File: src/rtl/core/rgbfx_pkg.sv
// rgbfx_pkg: shared constants, codes, control types and constant functions
// for the RGB LED effect generator. No dependencies.
// The sine ramp ROM contents are computed by the functions here at elaboration time.

package rgbfx_pkg;

  // Register indexes on the configuration port
  localparam logic [2:0] REG_BASE_RED    = 3'd0;
  localparam logic [2:0] REG_BASE_GREEN  = 3'd1;
  localparam logic [2:0] REG_BASE_BLUE   = 3'd2;
  localparam logic [2:0] REG_EFFECT_MODE = 3'd3;
  localparam logic [2:0] REG_SPEED       = 3'd4;
  localparam logic [2:0] REG_BRIGHTNESS  = 3'd5;

  // Effect modes
  localparam logic [1:0] EFX_STATIC  = 2'd0;
  localparam logic [1:0] EFX_BREATHE = 2'd1;
  localparam logic [1:0] EFX_CYCLE   = 2'd2;
  localparam logic [1:0] EFX_BLANK   = 2'd3;

  // Speed codes (code three runs as fast)
  localparam logic [1:0] SPD_SLOW   = 2'd0;
  localparam logic [1:0] SPD_MEDIUM = 2'd1;
  localparam logic [1:0] SPD_FAST   = 2'd2;

  // Brightness levels
  localparam logic [1:0] LVL_15  = 2'd0;
  localparam logic [1:0] LVL_33  = 2'd1;
  localparam logic [1:0] LVL_66  = 2'd2;

  // Reset values of the configuration registers
  localparam logic [7:0] RST_BASE       = 8'd255;
  localparam logic [1:0] RST_SPEED      = SPD_MEDIUM;
  localparam logic [1:0] RST_BRIGHTNESS = 2'd3;

  // Q1.15 brightness scales
  localparam logic [15:0] SCALE_15  = 16'd4915;
  localparam logic [15:0] SCALE_33  = 16'd10813;
  localparam logic [15:0] SCALE_66  = 16'd21627;
  localparam logic [15:0] SCALE_100 = 16'd32768;
  localparam longint unsigned Q15_ONE = 32768;

  // Breathe ramp lengths and hold time
  localparam int unsigned RAMP_SLOW   = 80;
  localparam int unsigned RAMP_MED    = 50;
  localparam int unsigned RAMP_FAST   = 28;
  localparam int unsigned HOLD_FRAMES = 12;

  // Hue walk, tenths of a degree
  localparam int unsigned HUE_SECTOR = 600;
  localparam int unsigned HUE_SECTORS = 6;
  localparam int unsigned HUE_STEP_SLOW = 4;
  localparam int unsigned HUE_STEP_MED  = 8;
  localparam int unsigned HUE_STEP_FAST = 16;
  localparam int unsigned HUE_GAIN = 255;

  // Sine source table size and ramp ROM layout (slow, medium, fast segments)
  localparam int unsigned SINE_ENTRIES = 256;
  localparam longint unsigned SINE_TOP = SINE_ENTRIES - 1;
  localparam int unsigned SINE_ROM_DEPTH = RAMP_SLOW + RAMP_MED + RAMP_FAST + 3;
  localparam int unsigned SINE_IDX_W = $clog2(SINE_ROM_DEPTH);
  localparam int unsigned SINE_W = 16;

  // Serial datapath sizes
  localparam int unsigned MCAND_W = 24;   // base*scale or 255*scale
  localparam int unsigned MUL_W   = 16;   // multiplier, left aligned, 2 bits a step
  localparam int unsigned ACC_W   = 38;   // base*scale*sine
  localparam int unsigned BASE_MUL_STEPS = 4;
  localparam int unsigned HUE_MUL_STEPS  = 5;
  localparam int unsigned SINE_MUL_STEPS = 8;
  localparam int unsigned QUO_W   = 8;
  localparam int unsigned DIV_W   = 33;
  localparam longint unsigned HUE_DIV = HUE_SECTOR * Q15_ONE;
  localparam logic [DIV_W-1:0] HUE_DIV_TOP = DIV_W'(HUE_DIV << (QUO_W - 1));

  // Lane control word
  typedef struct packed {
    logic load;
    logic chain;
    logic step;
  } lane_ctl_t;

  function automatic logic [15:0] scale_q15(input logic [1:0] lvl);
    logic [15:0] s;
    case (lvl)
      LVL_15:  s = SCALE_15;
      LVL_33:  s = SCALE_33;
      LVL_66:  s = SCALE_66;
      default: s = SCALE_100;
    endcase
    return s;
  endfunction

  // 255 * scale, numerator gain of the hue slope
  function automatic logic [MCAND_W-1:0] hue_coef(input logic [1:0] lvl);
    logic [31:0] prod;
    prod = 32'(HUE_GAIN) * 32'(scale_q15(lvl));
    return MCAND_W'(prod);
  endfunction

  // Full channel in hue mode: (255 * scale) >> 15
  function automatic logic [7:0] hue_full(input logic [1:0] lvl);
    logic [31:0] prod;
    prod = 32'(HUE_GAIN) * 32'(scale_q15(lvl));
    return 8'(prod >> 15);
  endfunction

  function automatic logic [7:0] ramp_steps(input logic [1:0] spd);
    logic [7:0] s;
    case (spd)
      SPD_SLOW:   s = 8'(RAMP_SLOW);
      SPD_MEDIUM: s = 8'(RAMP_MED);
      default:    s = 8'(RAMP_FAST);
    endcase
    return s;
  endfunction

  function automatic logic [4:0] hue_step(input logic [1:0] spd);
    logic [4:0] s;
    case (spd)
      SPD_SLOW:   s = 5'(HUE_STEP_SLOW);
      SPD_MEDIUM: s = 5'(HUE_STEP_MED);
      default:    s = 5'(HUE_STEP_FAST);
    endcase
    return s;
  endfunction

  // First ROM entry of each speed's ramp
  function automatic logic [SINE_IDX_W-1:0] rom_base(input logic [1:0] spd);
    logic [SINE_IDX_W-1:0] b;
    case (spd)
      SPD_SLOW:   b = '0;
      SPD_MEDIUM: b = SINE_IDX_W'(RAMP_SLOW + 1);
      default:    b = SINE_IDX_W'(RAMP_SLOW + RAMP_MED + 2);
    endcase
    return b;
  endfunction

  // sin(pi/2 * x), odd degree-7 polynomial, Q1.15 in and out
  function automatic logic [SINE_W-1:0] qsine(input longint unsigned x);
    longint unsigned x2;
    longint unsigned p;
    x2 = (x * x) >> 15;
    p = 64'd2611 - ((64'd153 * x2) >> 15);
    p = 64'd21167 - ((p * x2) >> 15);
    p = 64'd51477 - ((p * x2) >> 15);
    p = (p * x) >> 15;
    if (p > Q15_ONE) p = Q15_ONE;
    return SINE_W'(p);
  endfunction

  // ROM entry j: ramp frame i of its speed segment, mapped onto the sine table
  function automatic logic [SINE_W-1:0] ramp_sine_at(input int unsigned j);
    longint unsigned i;
    longint unsigned k;
    longint unsigned x;
    if (j < RAMP_SLOW + 1) begin
      i = j;
      k = (i * SINE_TOP + RAMP_SLOW / 2) / RAMP_SLOW;
    end else if (j < RAMP_SLOW + RAMP_MED + 2) begin
      i = j - (RAMP_SLOW + 1);
      k = (i * SINE_TOP + RAMP_MED / 2) / RAMP_MED;
    end else begin
      i = j - (RAMP_SLOW + RAMP_MED + 2);
      k = (i * SINE_TOP + RAMP_FAST / 2) / RAMP_FAST;
    end
    if (k > SINE_TOP) k = SINE_TOP;
    x = (k * Q15_ONE) / SINE_TOP;
    return qsine(x);
  endfunction

endpackage

File: src/rtl/core/rgbfx_lane.sv
// rgbfx_lane: one color channel of the serial multiplier, two multiplier
// bits per step, MSB first. Depends on rgbfx_pkg (sizes, lane_ctl_t).

module rgbfx_lane (
  input  logic                               clk,
  input  rgbfx_pkg::lane_ctl_t               ctl,
  input  logic [rgbfx_pkg::MCAND_W-1:0]      mcand_in,
  input  logic [rgbfx_pkg::MUL_W-1:0]        mul_in,
  output logic [rgbfx_pkg::ACC_W-1:0]        acc
);

  logic [rgbfx_pkg::MCAND_W-1:0] mcand_r;
  logic [rgbfx_pkg::MUL_W-1:0]   mul_r;
  logic [rgbfx_pkg::ACC_W-1:0]   acc_r;
  logic [rgbfx_pkg::ACC_W-1:0]   acc_nxt;
  logic [rgbfx_pkg::MCAND_W+1:0] part;
  logic [1:0]                    digit;

  // Partial product for the top digit of the multiplier
  always_comb begin
    digit = mul_r[rgbfx_pkg::MUL_W-1 -: 2];
    part  = '0;
    if (digit[0]) part = part + (rgbfx_pkg::MCAND_W+2)'(mcand_r);
    if (digit[1]) part = part + {1'b0, mcand_r, 1'b0};
    acc_nxt = {acc_r[rgbfx_pkg::ACC_W-3:0], 2'b00} + rgbfx_pkg::ACC_W'(part);
  end

  // load starts a product, chain reuses the product as the next multiplicand
  always_ff @(posedge clk) begin
    if (ctl.load) begin
      mcand_r <= mcand_in;
      mul_r   <= mul_in;
      acc_r   <= '0;
    end else if (ctl.chain) begin
      mcand_r <= acc_r[rgbfx_pkg::MCAND_W-1:0];
      mul_r   <= mul_in;
      acc_r   <= '0;
    end else if (ctl.step) begin
      acc_r <= acc_nxt;
      mul_r <= {mul_r[rgbfx_pkg::MUL_W-3:0], 2'b00};
    end
  end

  assign acc = acc_r;

endmodule

File: src/rtl/core/rgb_led_effect_generator.sv
// rgb_led_effect_generator: frame-tick driven RGB effect engine (static,
// breathe, hue cycle, off). Depends on rgbfx_pkg and rgbfx_lane.
//
//  channel | ports                                        | dir
//  --------+----------------------------------------------+--------
//  input   | in_valid, in_stall, in_restart               | in
//  result  | out_valid, out_stall, out_red/green/blue_out | out
//  config  | cfg_wr_en, cfg_index, cfg_data               | in
//
// One word at a time. Off mode and breathe's black hold skip to the final
// state; the rest run the 2-bit-per-step serial multiplier lanes, breathe
// adding a chained sine product and hue cycle the 1-bit-per-step quotient loop of
// the hue slope. Synchronous active-low reset brings the registers to their
// reset values. A stalled result holds in the output register; the next
// word is still taken and waits in the final state.

module rgb_led_effect_generator (
  input  logic       clk,
  input  logic       rst_n,
  input  logic       in_valid,
  output logic       in_stall,
  input  logic       in_restart,
  output logic       out_valid,
  input  logic       out_stall,
  output logic [7:0] out_red_out,
  output logic [7:0] out_green_out,
  output logic [7:0] out_blue_out,
  input  logic       cfg_wr_en,
  input  logic [2:0] cfg_index,
  input  logic [7:0] cfg_data
);

  localparam logic [2:0] ST_IDLE  = 3'd0;
  localparam logic [2:0] ST_MUL1  = 3'd1;
  localparam logic [2:0] ST_CHAIN = 3'd2;
  localparam logic [2:0] ST_MUL2  = 3'd3;
  localparam logic [2:0] ST_DLOAD = 3'd4;
  localparam logic [2:0] ST_DIV   = 3'd5;
  localparam logic [2:0] ST_FIN   = 3'd6;

  localparam int unsigned NCH = 3;
  localparam int unsigned SW  = rgbfx_pkg::SINE_IDX_W;

  // Configuration registers
  logic [7:0] base_red_r, base_green_r, base_blue_r;
  logic [1:0] mode_r, speed_r, level_r;

  // Effect state
  logic [7:0] breathe_phase_r;
  logic [2:0] sector_r;
  logic [9:0] frac_r;

  // Per-word working registers
  logic [2:0] st_r, st_nxt;
  logic [2:0] cnt_r;
  logic [6:0] ramp_i_r;
  logic       black_r;
  logic [2:0] word_sector_r;
  logic [rgbfx_pkg::DIV_W-1:0] div_rem_r;
  logic [rgbfx_pkg::DIV_W-1:0] div_d_r;
  logic [rgbfx_pkg::QUO_W-1:0] quo_r;

  // Output register
  logic       out_valid_r;
  logic [7:0] out_red_r, out_green_r, out_blue_r;

  logic in_acc;
  logic out_free;
  logic is_hue;

  // Breathe frame decode
  logic [7:0] phase_eff, steps, two_s1, last_p, phase_next;
  logic       black_eff;
  logic [6:0] ramp_i_eff;

  // Hue walk decode
  logic [2:0] sector_eff, sector_next;
  logic [9:0] frac_eff, frac_sum, frac_next, fx;

  // Sine ramp ROM
  logic [rgbfx_pkg::SINE_W-1:0] sine_rom [rgbfx_pkg::SINE_ROM_DEPTH];
  logic [SW-1:0]                sine_idx;
  logic [rgbfx_pkg::SINE_W-1:0] sine_val;

  // Lanes
  rgbfx_pkg::lane_ctl_t          lane_ctl;
  logic [7:0]                    base_c   [NCH];
  logic [rgbfx_pkg::MCAND_W-1:0] mcand_in [NCH];
  logic [rgbfx_pkg::MUL_W-1:0]   mul_in   [NCH];
  logic [rgbfx_pkg::ACC_W-1:0]   lane_acc [NCH];

  // Result assembly
  logic [7:0] res_r, res_g, res_b, hue_c;
  logic       quo_ge;

  assign in_stall = (st_r != ST_IDLE);
  assign in_acc   = in_valid && !in_stall;
  assign out_free = !out_valid_r || !out_stall;
  assign is_hue   = (mode_r == rgbfx_pkg::EFX_CYCLE);

  // Configuration writes
  always_ff @(posedge clk) begin
    if (!rst_n) begin
      base_red_r   <= rgbfx_pkg::RST_BASE;
      base_green_r <= rgbfx_pkg::RST_BASE;
      base_blue_r  <= rgbfx_pkg::RST_BASE;
      mode_r       <= rgbfx_pkg::EFX_STATIC;
      speed_r      <= rgbfx_pkg::RST_SPEED;
      level_r      <= rgbfx_pkg::RST_BRIGHTNESS;
    end else if (cfg_wr_en) begin
      unique case (cfg_index)
        rgbfx_pkg::REG_BASE_RED:    base_red_r   <= cfg_data;
        rgbfx_pkg::REG_BASE_GREEN:  base_green_r <= cfg_data;
        rgbfx_pkg::REG_BASE_BLUE:   base_blue_r  <= cfg_data;
        rgbfx_pkg::REG_EFFECT_MODE: mode_r       <= cfg_data[1:0];
        rgbfx_pkg::REG_SPEED:       speed_r      <= cfg_data[1:0];
        rgbfx_pkg::REG_BRIGHTNESS:  level_r      <= cfg_data[1:0];
        default: ;
      endcase
    end
  end

  // Breathe: ramp up over S+1 frames, down over S+1, then black hold
  always_comb begin
    phase_eff  = in_restart ? 8'd0 : breathe_phase_r;
    steps      = rgbfx_pkg::ramp_steps(speed_r);
    two_s1     = {steps[6:0], 1'b1};
    last_p     = two_s1 + 8'(rgbfx_pkg::HOLD_FRAMES);
    black_eff  = (phase_eff > two_s1);
    ramp_i_eff = (phase_eff <= steps) ? phase_eff[6:0] : 7'(two_s1 - phase_eff);
    phase_next = (phase_eff >= last_p) ? 8'd0 : phase_eff + 8'd1;
  end

  // Hue kept as sector and offset within the sector
  always_comb begin
    sector_eff = in_restart ? 3'd0 : sector_r;
    frac_eff   = in_restart ? 10'd0 : frac_r;
    fx         = sector_eff[0] ? 10'(rgbfx_pkg::HUE_SECTOR) - frac_eff : frac_eff;
    frac_sum   = frac_eff + 10'(rgbfx_pkg::hue_step(speed_r));
    if (frac_sum >= 10'(rgbfx_pkg::HUE_SECTOR)) begin
      frac_next   = frac_sum - 10'(rgbfx_pkg::HUE_SECTOR);
      sector_next = (sector_eff == 3'(rgbfx_pkg::HUE_SECTORS - 1)) ? 3'd0
                                                                   : sector_eff + 3'd1;
    end else begin
      frac_next   = frac_sum;
      sector_next = sector_eff;
    end
  end

  // Effect state advances once per accepted word
  always_ff @(posedge clk) begin
    if (!rst_n) begin
      breathe_phase_r <= '0;
      sector_r        <= '0;
      frac_r          <= '0;
    end else if (in_acc) begin
      breathe_phase_r <= (mode_r == rgbfx_pkg::EFX_BREATHE) ? phase_next : phase_eff;
      sector_r        <= is_hue ? sector_next : sector_eff;
      frac_r          <= is_hue ? frac_next : frac_eff;
    end
  end

  // Ramp ROM contents, computed at elaboration
  for (genvar j = 0; j < rgbfx_pkg::SINE_ROM_DEPTH; j++) begin : g_sine
    localparam logic [rgbfx_pkg::SINE_W-1:0] SV = rgbfx_pkg::ramp_sine_at(j);
    assign sine_rom[j] = SV;
  end

  assign sine_idx = rgbfx_pkg::rom_base(speed_r) + SW'(ramp_i_r);
  assign sine_val = sine_rom[sine_idx];

  // Lane operands
  assign base_c[0] = base_red_r;
  assign base_c[1] = base_green_r;
  assign base_c[2] = base_blue_r;

  always_comb begin
    for (int c = 0; c < NCH; c++) begin
      mcand_in[c] = rgbfx_pkg::MCAND_W'(rgbfx_pkg::scale_q15(level_r));
      mul_in[c]   = {base_c[c], 8'd0};
      if (st_r == ST_CHAIN) begin
        mul_in[c] = sine_val;
      end else if (is_hue && c == 0) begin
        mcand_in[c] = rgbfx_pkg::hue_coef(level_r);
        mul_in[c]   = {fx, 6'd0};
      end
    end
  end

  assign lane_ctl.load  = in_acc;
  assign lane_ctl.chain = (st_r == ST_CHAIN);
  assign lane_ctl.step  = (st_r == ST_MUL1) || (st_r == ST_MUL2);

  for (genvar c = 0; c < NCH; c++) begin : g_lane
    rgbfx_lane u_lane (
      .clk      (clk),
      .ctl      (lane_ctl),
      .mcand_in (mcand_in[c]),
      .mul_in   (mul_in[c]),
      .acc      (lane_acc[c])
    );
  end

  // Sequencer
  always_comb begin
    st_nxt = st_r;
    unique case (st_r)
      ST_IDLE: begin
        if (in_acc) begin
          if (mode_r == rgbfx_pkg::EFX_BLANK ||
              (mode_r == rgbfx_pkg::EFX_BREATHE && black_eff)) begin
            st_nxt = ST_FIN;
          end else begin
            st_nxt = ST_MUL1;
          end
        end
      end
      ST_MUL1: begin
        if (cnt_r == 3'd0) begin
          if (mode_r == rgbfx_pkg::EFX_BREATHE) st_nxt = ST_CHAIN;
          else if (is_hue)                      st_nxt = ST_DLOAD;
          else                                  st_nxt = ST_FIN;
        end
      end
      ST_CHAIN: st_nxt = ST_MUL2;
      ST_MUL2:  if (cnt_r == 3'd0) st_nxt = ST_FIN;
      ST_DLOAD: st_nxt = ST_DIV;
      ST_DIV:   if (cnt_r == 3'd0) st_nxt = ST_FIN;
      ST_FIN:   if (out_free) st_nxt = ST_IDLE;
      default:  st_nxt = ST_IDLE;
    endcase
  end

  always_ff @(posedge clk) begin
    if (!rst_n) begin
      st_r <= ST_IDLE;
    end else begin
      st_r <= st_nxt;
    end
  end

  // Step counter and per-word latches
  always_ff @(posedge clk) begin
    if (!rst_n) begin
      cnt_r <= '0;
    end else if (in_acc) begin
      cnt_r <= is_hue ? 3'(rgbfx_pkg::HUE_MUL_STEPS - 1) : 3'(rgbfx_pkg::BASE_MUL_STEPS - 1);
    end else if (st_r == ST_CHAIN) begin
      cnt_r <= 3'(rgbfx_pkg::SINE_MUL_STEPS - 1);
    end else if (st_r == ST_DLOAD) begin
      cnt_r <= 3'(rgbfx_pkg::QUO_W - 1);
    end else if (cnt_r != 3'd0) begin
      cnt_r <= cnt_r - 3'd1;
    end
  end

  always_ff @(posedge clk) begin
    if (in_acc) begin
      ramp_i_r      <= ramp_i_eff;
      black_r       <= black_eff;
      word_sector_r <= sector_eff;
    end
  end

  // Hue slope: restoring division by 600*2^15, one quotient bit per step
  assign quo_ge = (div_rem_r >= div_d_r);

  always_ff @(posedge clk) begin
    if (st_r == ST_DLOAD) begin
      div_rem_r <= lane_acc[0][rgbfx_pkg::DIV_W-1:0];
      div_d_r   <= rgbfx_pkg::HUE_DIV_TOP;
      quo_r     <= '0;
    end else if (st_r == ST_DIV) begin
      if (quo_ge) div_rem_r <= div_rem_r - div_d_r;
      div_d_r <= div_d_r >> 1;
      quo_r   <= {quo_r[rgbfx_pkg::QUO_W-2:0], quo_ge};
    end
  end

  // Result word by mode
  always_comb begin
    res_r = 8'd0;
    res_g = 8'd0;
    res_b = 8'd0;
    hue_c = rgbfx_pkg::hue_full(level_r);
    case (mode_r)
      rgbfx_pkg::EFX_STATIC: begin
        res_r = lane_acc[0][22:15];
        res_g = lane_acc[1][22:15];
        res_b = lane_acc[2][22:15];
      end
      rgbfx_pkg::EFX_BREATHE: begin
        if (!black_r) begin
          res_r = lane_acc[0][37:30];
          res_g = lane_acc[1][37:30];
          res_b = lane_acc[2][37:30];
        end
      end
      rgbfx_pkg::EFX_CYCLE: begin
        case (word_sector_r)
          3'd0: begin res_r = hue_c; res_g = quo_r; end
          3'd1: begin res_r = quo_r; res_g = hue_c; end
          3'd2: begin res_g = hue_c; res_b = quo_r; end
          3'd3: begin res_g = quo_r; res_b = hue_c; end
          3'd4: begin res_r = quo_r; res_b = hue_c; end
          default: begin res_r = hue_c; res_b = quo_r; end
        endcase
      end
      default: ;
    endcase
  end

  // Output register
  always_ff @(posedge clk) begin
    if (!rst_n) begin
      out_valid_r <= 1'b0;
    end else if (st_r == ST_FIN && out_free) begin
      out_valid_r <= 1'b1;
    end else if (!out_stall) begin
      out_valid_r <= 1'b0;
    end
  end

  always_ff @(posedge clk) begin
    if (st_r == ST_FIN && out_free) begin
      out_red_r   <= res_r;
      out_green_r <= res_g;
      out_blue_r  <= res_b;
    end
  end

  assign out_valid     = out_valid_r;
  assign out_red_out   = out_red_r;
  assign out_green_out = out_green_r;
  assign out_blue_out  = out_blue_r;

endmodule
File: config.mk
export PLATFORM = sky130hd
export DESIGN_NAME = rgb_led_effect_generator
export DESIGN_NICKNAME = d
export VERILOG_FILES = /design/src/rtl/core/rgbfx_pkg.sv /design/src/rtl/core/rgbfx_lane.sv /design/src/rtl/core/rgb_led_effect_generator.sv
export SDC_FILE = /design/constraint.sdc
export NUM_CORES = 1
export LEC_CHECK = 0
export BUFFER_PORTS_ARGS = -buffer_cell sky130_fd_sc_hd__buf_2
export CORE_MARGIN = 10
export CORE_UTILIZATION = 50
export CTS_CLUSTER_DIAMETER = 100
export DETAILED_ROUTE_END_ITERATION = 7
export PLACE_DENSITY = 0.69
export SYNTH_ARGS = -nofsm -noshare
export SYNTH_HDL_FRONTEND = slang
export SYNTH_SLANG_ARGS = --single-unit
File: constraint.sdc
create_clock -name clk -period 8 [get_ports clk]
set_clock_uncertainty 0.2 [all_clocks]
set_input_delay 1.6 -clock clk [delete_from_list [all_inputs] [get_ports clk]]
set_output_delay 1.6 -clock clk [all_outputs]
set_load 0.005 [all_outputs]
==> reports/qor.yml <==
yosys:
  yosysSeqAreaShare_pct: 29.97
  netlist_area_sq_um: 31060
  async_flop_share_pct: 0
  synth_top_area_share_pct: 15.27
  synth_most_common_cell: "nand2_1"
  synth_common_cells: "nand2_1, a21oi_1, nor2_1"
  yosysUniqueCellTypes: 94
  syn_inst: 4041
  synth_edf_count: 158
  synth_warnings: 0
  yosys.area.top_type: "edfxtp_1"
  synth_nets: 4281
  synth_area_per_cell_sq_um: 7.686
  ys_ff_latch: 386
  ys_top_cells_by_area: "edfxtp_1, dfxtp_1, ha_1"
  synth_ff_type: "dfxtp_1"
setup_path:
  crit_top_cell: "o21ai_1"
  rr_worst_depth: 25
  timing.rr.end: "g_lane[0].u_lane.acc[34]"
  cp-endpoint: "g_lane[0].u_lane.acc[34]"
  critPathKind: "reg2reg"
  cp-start-kind: "flip-flop"
  cp.required_ps: 8220
  crit_buf_inv: 1
  r2r_slack_ps: 1600
  crit_fanout: 51
  crit_family: "compound AO/OA/AOI/OAI gates"
  worstSetupEndpointType: "flip-flop"
  cp.arrival_ps: 6620
  crit_start: "g_lane[0].u_lane.mul_r[14]"
  reg2reg_from: "g_lane[0].u_lane.mul_r[14]"
  cp_slowest_cell: "a2111oi_0"
  crit_cells: 25
  crit_path_max_incr_delay_ps: 430
clock_tree:
  post_cts_resized: 0
  h-tree-depth: 2
  cts_tree: "done"
  clk_pin_slew_ps: 60
  cts_root_buf: "clkbuf_16"
  postCtsSetupBuffers: 0
  clockBufferDepth: 3
  clock_latency_ps: 580
  cts_hold_buf: 0
  clkSinkCount: 386
  cts_made_buffers: 45
placement:
  io_buffers: 42
  gp_congestion: 0.9756
  place_ws_ps: 1643
  dp_hpwl_um: 63070
  dpl.cell_count: 4709
layout:
  synthToLayoutAreaGrowth_pct: 7.041
  multiInputGateArea_sq_um: 20420
  regArea_sq_um: 9309
  fillCellCount: 5857
  layout.cells.non_filler: 4790
  nNetsFinal: 4159
  final_layout_size_suffix_gt1_share_pct: 5.768
  diodes: 0
timing:
  setup_viol: 0
  rsz0062_at_grt: "no"
  hold_viol: 0
  fin_tns_setup_ps: 0
  worstMarginPinSlew_ps: 1206
  fmax_mhz: 156.1
  drv_slew: 0
  setup_ws_ps: 1596
  relSlewSlack_pct: 19.41
  layout_worst_path_cycle_share_pct: 80.05
  fin_crit_ps: 6404
detailed_routing:
  wl_per_cell_um: 18.85
  drt_iter0_drc: 3224
  drc: 0
  dr.pass1.iters: 7
  via_count: 29280
  wl_um: 90270
  via_per_inst: 6.112
  ant_nets: 0
die:
  die_h_um: 269.2
  dieArea_sq_um: 72490
  die_x_um: 269.2
  core_area_sq_um: 61600
  io_pins: 43
  initial_core_util_pct: 50.43
  std_cell_rows: 91
hold_path:
  hold_path_class: "reg2reg"
flow_run:
  drv_cap: 0
global_routing:
  grt_pass1_wl_um: 145900
  grt_overflow: 0
  grt_usage_pct: 23.78
  antenna_found_initial: 0
  grt_max_degree: 79
  grt_pass1_vias: 26980
power_and_ir_drop:
  p_leak_nw: 13.39
  powerDensity_nw_per_um2: 354.1
  ir_drop_v: 0.0001647
outcome:
  outcome: "finished clean"
-- stage by stage --
step	power, mW	hold WS [ps]	instance area, sq um	util, %
after floorplan	8.070	222.5	31060	-
final	11.77	249.9	33250	53.98
after detailed placement	9.588	238.9	31790	51.61
after global placement	9.535	235.1	31790	51.61
after CTS	11.70	253.0	33250	53.98
after global routing	12.69	268.5	33250	53.98
-- how the worst min path moves through the flow --
stage | from | endpoint | slack [ps] | cells after the start
2_1_floorplan | div_d_r[31] | div_d_r[31] | 220 | 2
4_1_cts | div_d_r[29] | div_d_r[29] | 250 | 2
3_5_place_dp | div_d_r[29] | div_d_r[29] | 240 | 2
5_1_grt | div_d_r[9] | div_d_r[9] | 270 | 2
6_report | div_d_r[14] | div_d_r[14] | 250 | 2
3_3_place_gp | div_d_r[28] | div_d_r[28] | 240 | 1
-- worst reg2reg max path: stages (launching register included) --
cell and delay [ps]:
edfxtp_1 320, buf_4 400, and2_1 220, ha_1 190, fa_1 280, a21oi_1 150
o221ai_2 270, a32oi_1 130, a211oi_2 390, o21ai_1 120, a221oi_2 380, o21ai_1 150
a21boi_1 210, mux2i_1 200, o221ai_1 140, ha_1 390, a21o_1 190, a21o_1 180
a2111oi_0 430, o211ai_1 130, and2_1 210, a221oi_2 340, o21ai_1 230, nand3_1 150
xor2_1 160, o21ai_0 80
-- cells in the final DEF, fill, tap and decap left out, types with 29 or more instances in the layout --
cell,Yosys,final
o21a_1,34,34
nand3_1,158,158
nor3_1,84,84
buf_4,0,46
ha_1,214,214
o22ai_1,50,50
inv_1,117,116
clkbuf_16,0,45
and3_1,31,31
a211oi_1,35,35
mux2i_1,29,29
o31ai_1,54,54
o211ai_1,40,40
nor2b_1,59,59
a31oi_1,40,40
xor2_1,88,85
and2_1,59,59
a21o_1,90,90
nand2_1,687,686
o21ai_0,282,282
a21oi_1,345,344
nor2_1,286,282
a22oi_1,44,44
edfxtp_1,158,158
buf_2,29,42
dfxtp_1,228,228
nand2b_1,48,46
xnor2_1,122,119
-- routing by layer --
metal / track usage [%] / part of all wire [%] / up-vias
met1: 32.15 / 45 / 13690
met5: 0 / 0 / -
met4: 8.891 / 3.5 / 0
li1: - / - / 14370
met2: 38.59 / 46 / 1029
met3: 2.558 / 5.8 / 185
-- registers in the layout (all words and copies together), names as in the netlist, 7 cells and up --
signal / flops
base_red_r: 8
ramp_i_r: 7
base_green_r: 8
g_lane.u_lane.mcand_r: 72
frac_r: 10
g_lane.u_lane.mul_r: 34
breathe_phase_r: 8
div_d_r: 32
out_green_out: 8
quo_r: 8
g_lane.u_lane.acc: 114
base_blue_r: 8
out_red_out: 8
out_blue_out: 8
div_rem_r: 33
-- report_power, final --
part           leakage [nW]  switching (mW)  internal [mW]
logic                  9.29            3.94           2.44
clock network         0.716           0.857           1.22
registers              3.38           0.632           2.69
total                  13.4            5.43           6.34
-- area by class of cell --
type / count / area share, %
Tap cell: 837 / 3.150
Sequential cell: 386 / 28.00
Clock inverter: 28 / 0.8204
Multi-Input combinational cell: 3277 / 61.42
Clock buffer: 53 / 3.568
Timing Repair Buffer: 88 / 1.671
Inverter: 121 / 1.377
-- logic make-up after synthesis --
logic type	count (synthesis)	synth area share, %
buffers and inverters	378	4.733
muxes	49	1.660
xor gates and xnor gates	211	5.974
and+or+nand+nor	1536	22.49
AOI/OAI and AO/OA	1253	25.82
DFF	386	29.97
adders and majority gates	228	9.362
Note: power is estimated with default switching activity, not from simulation.
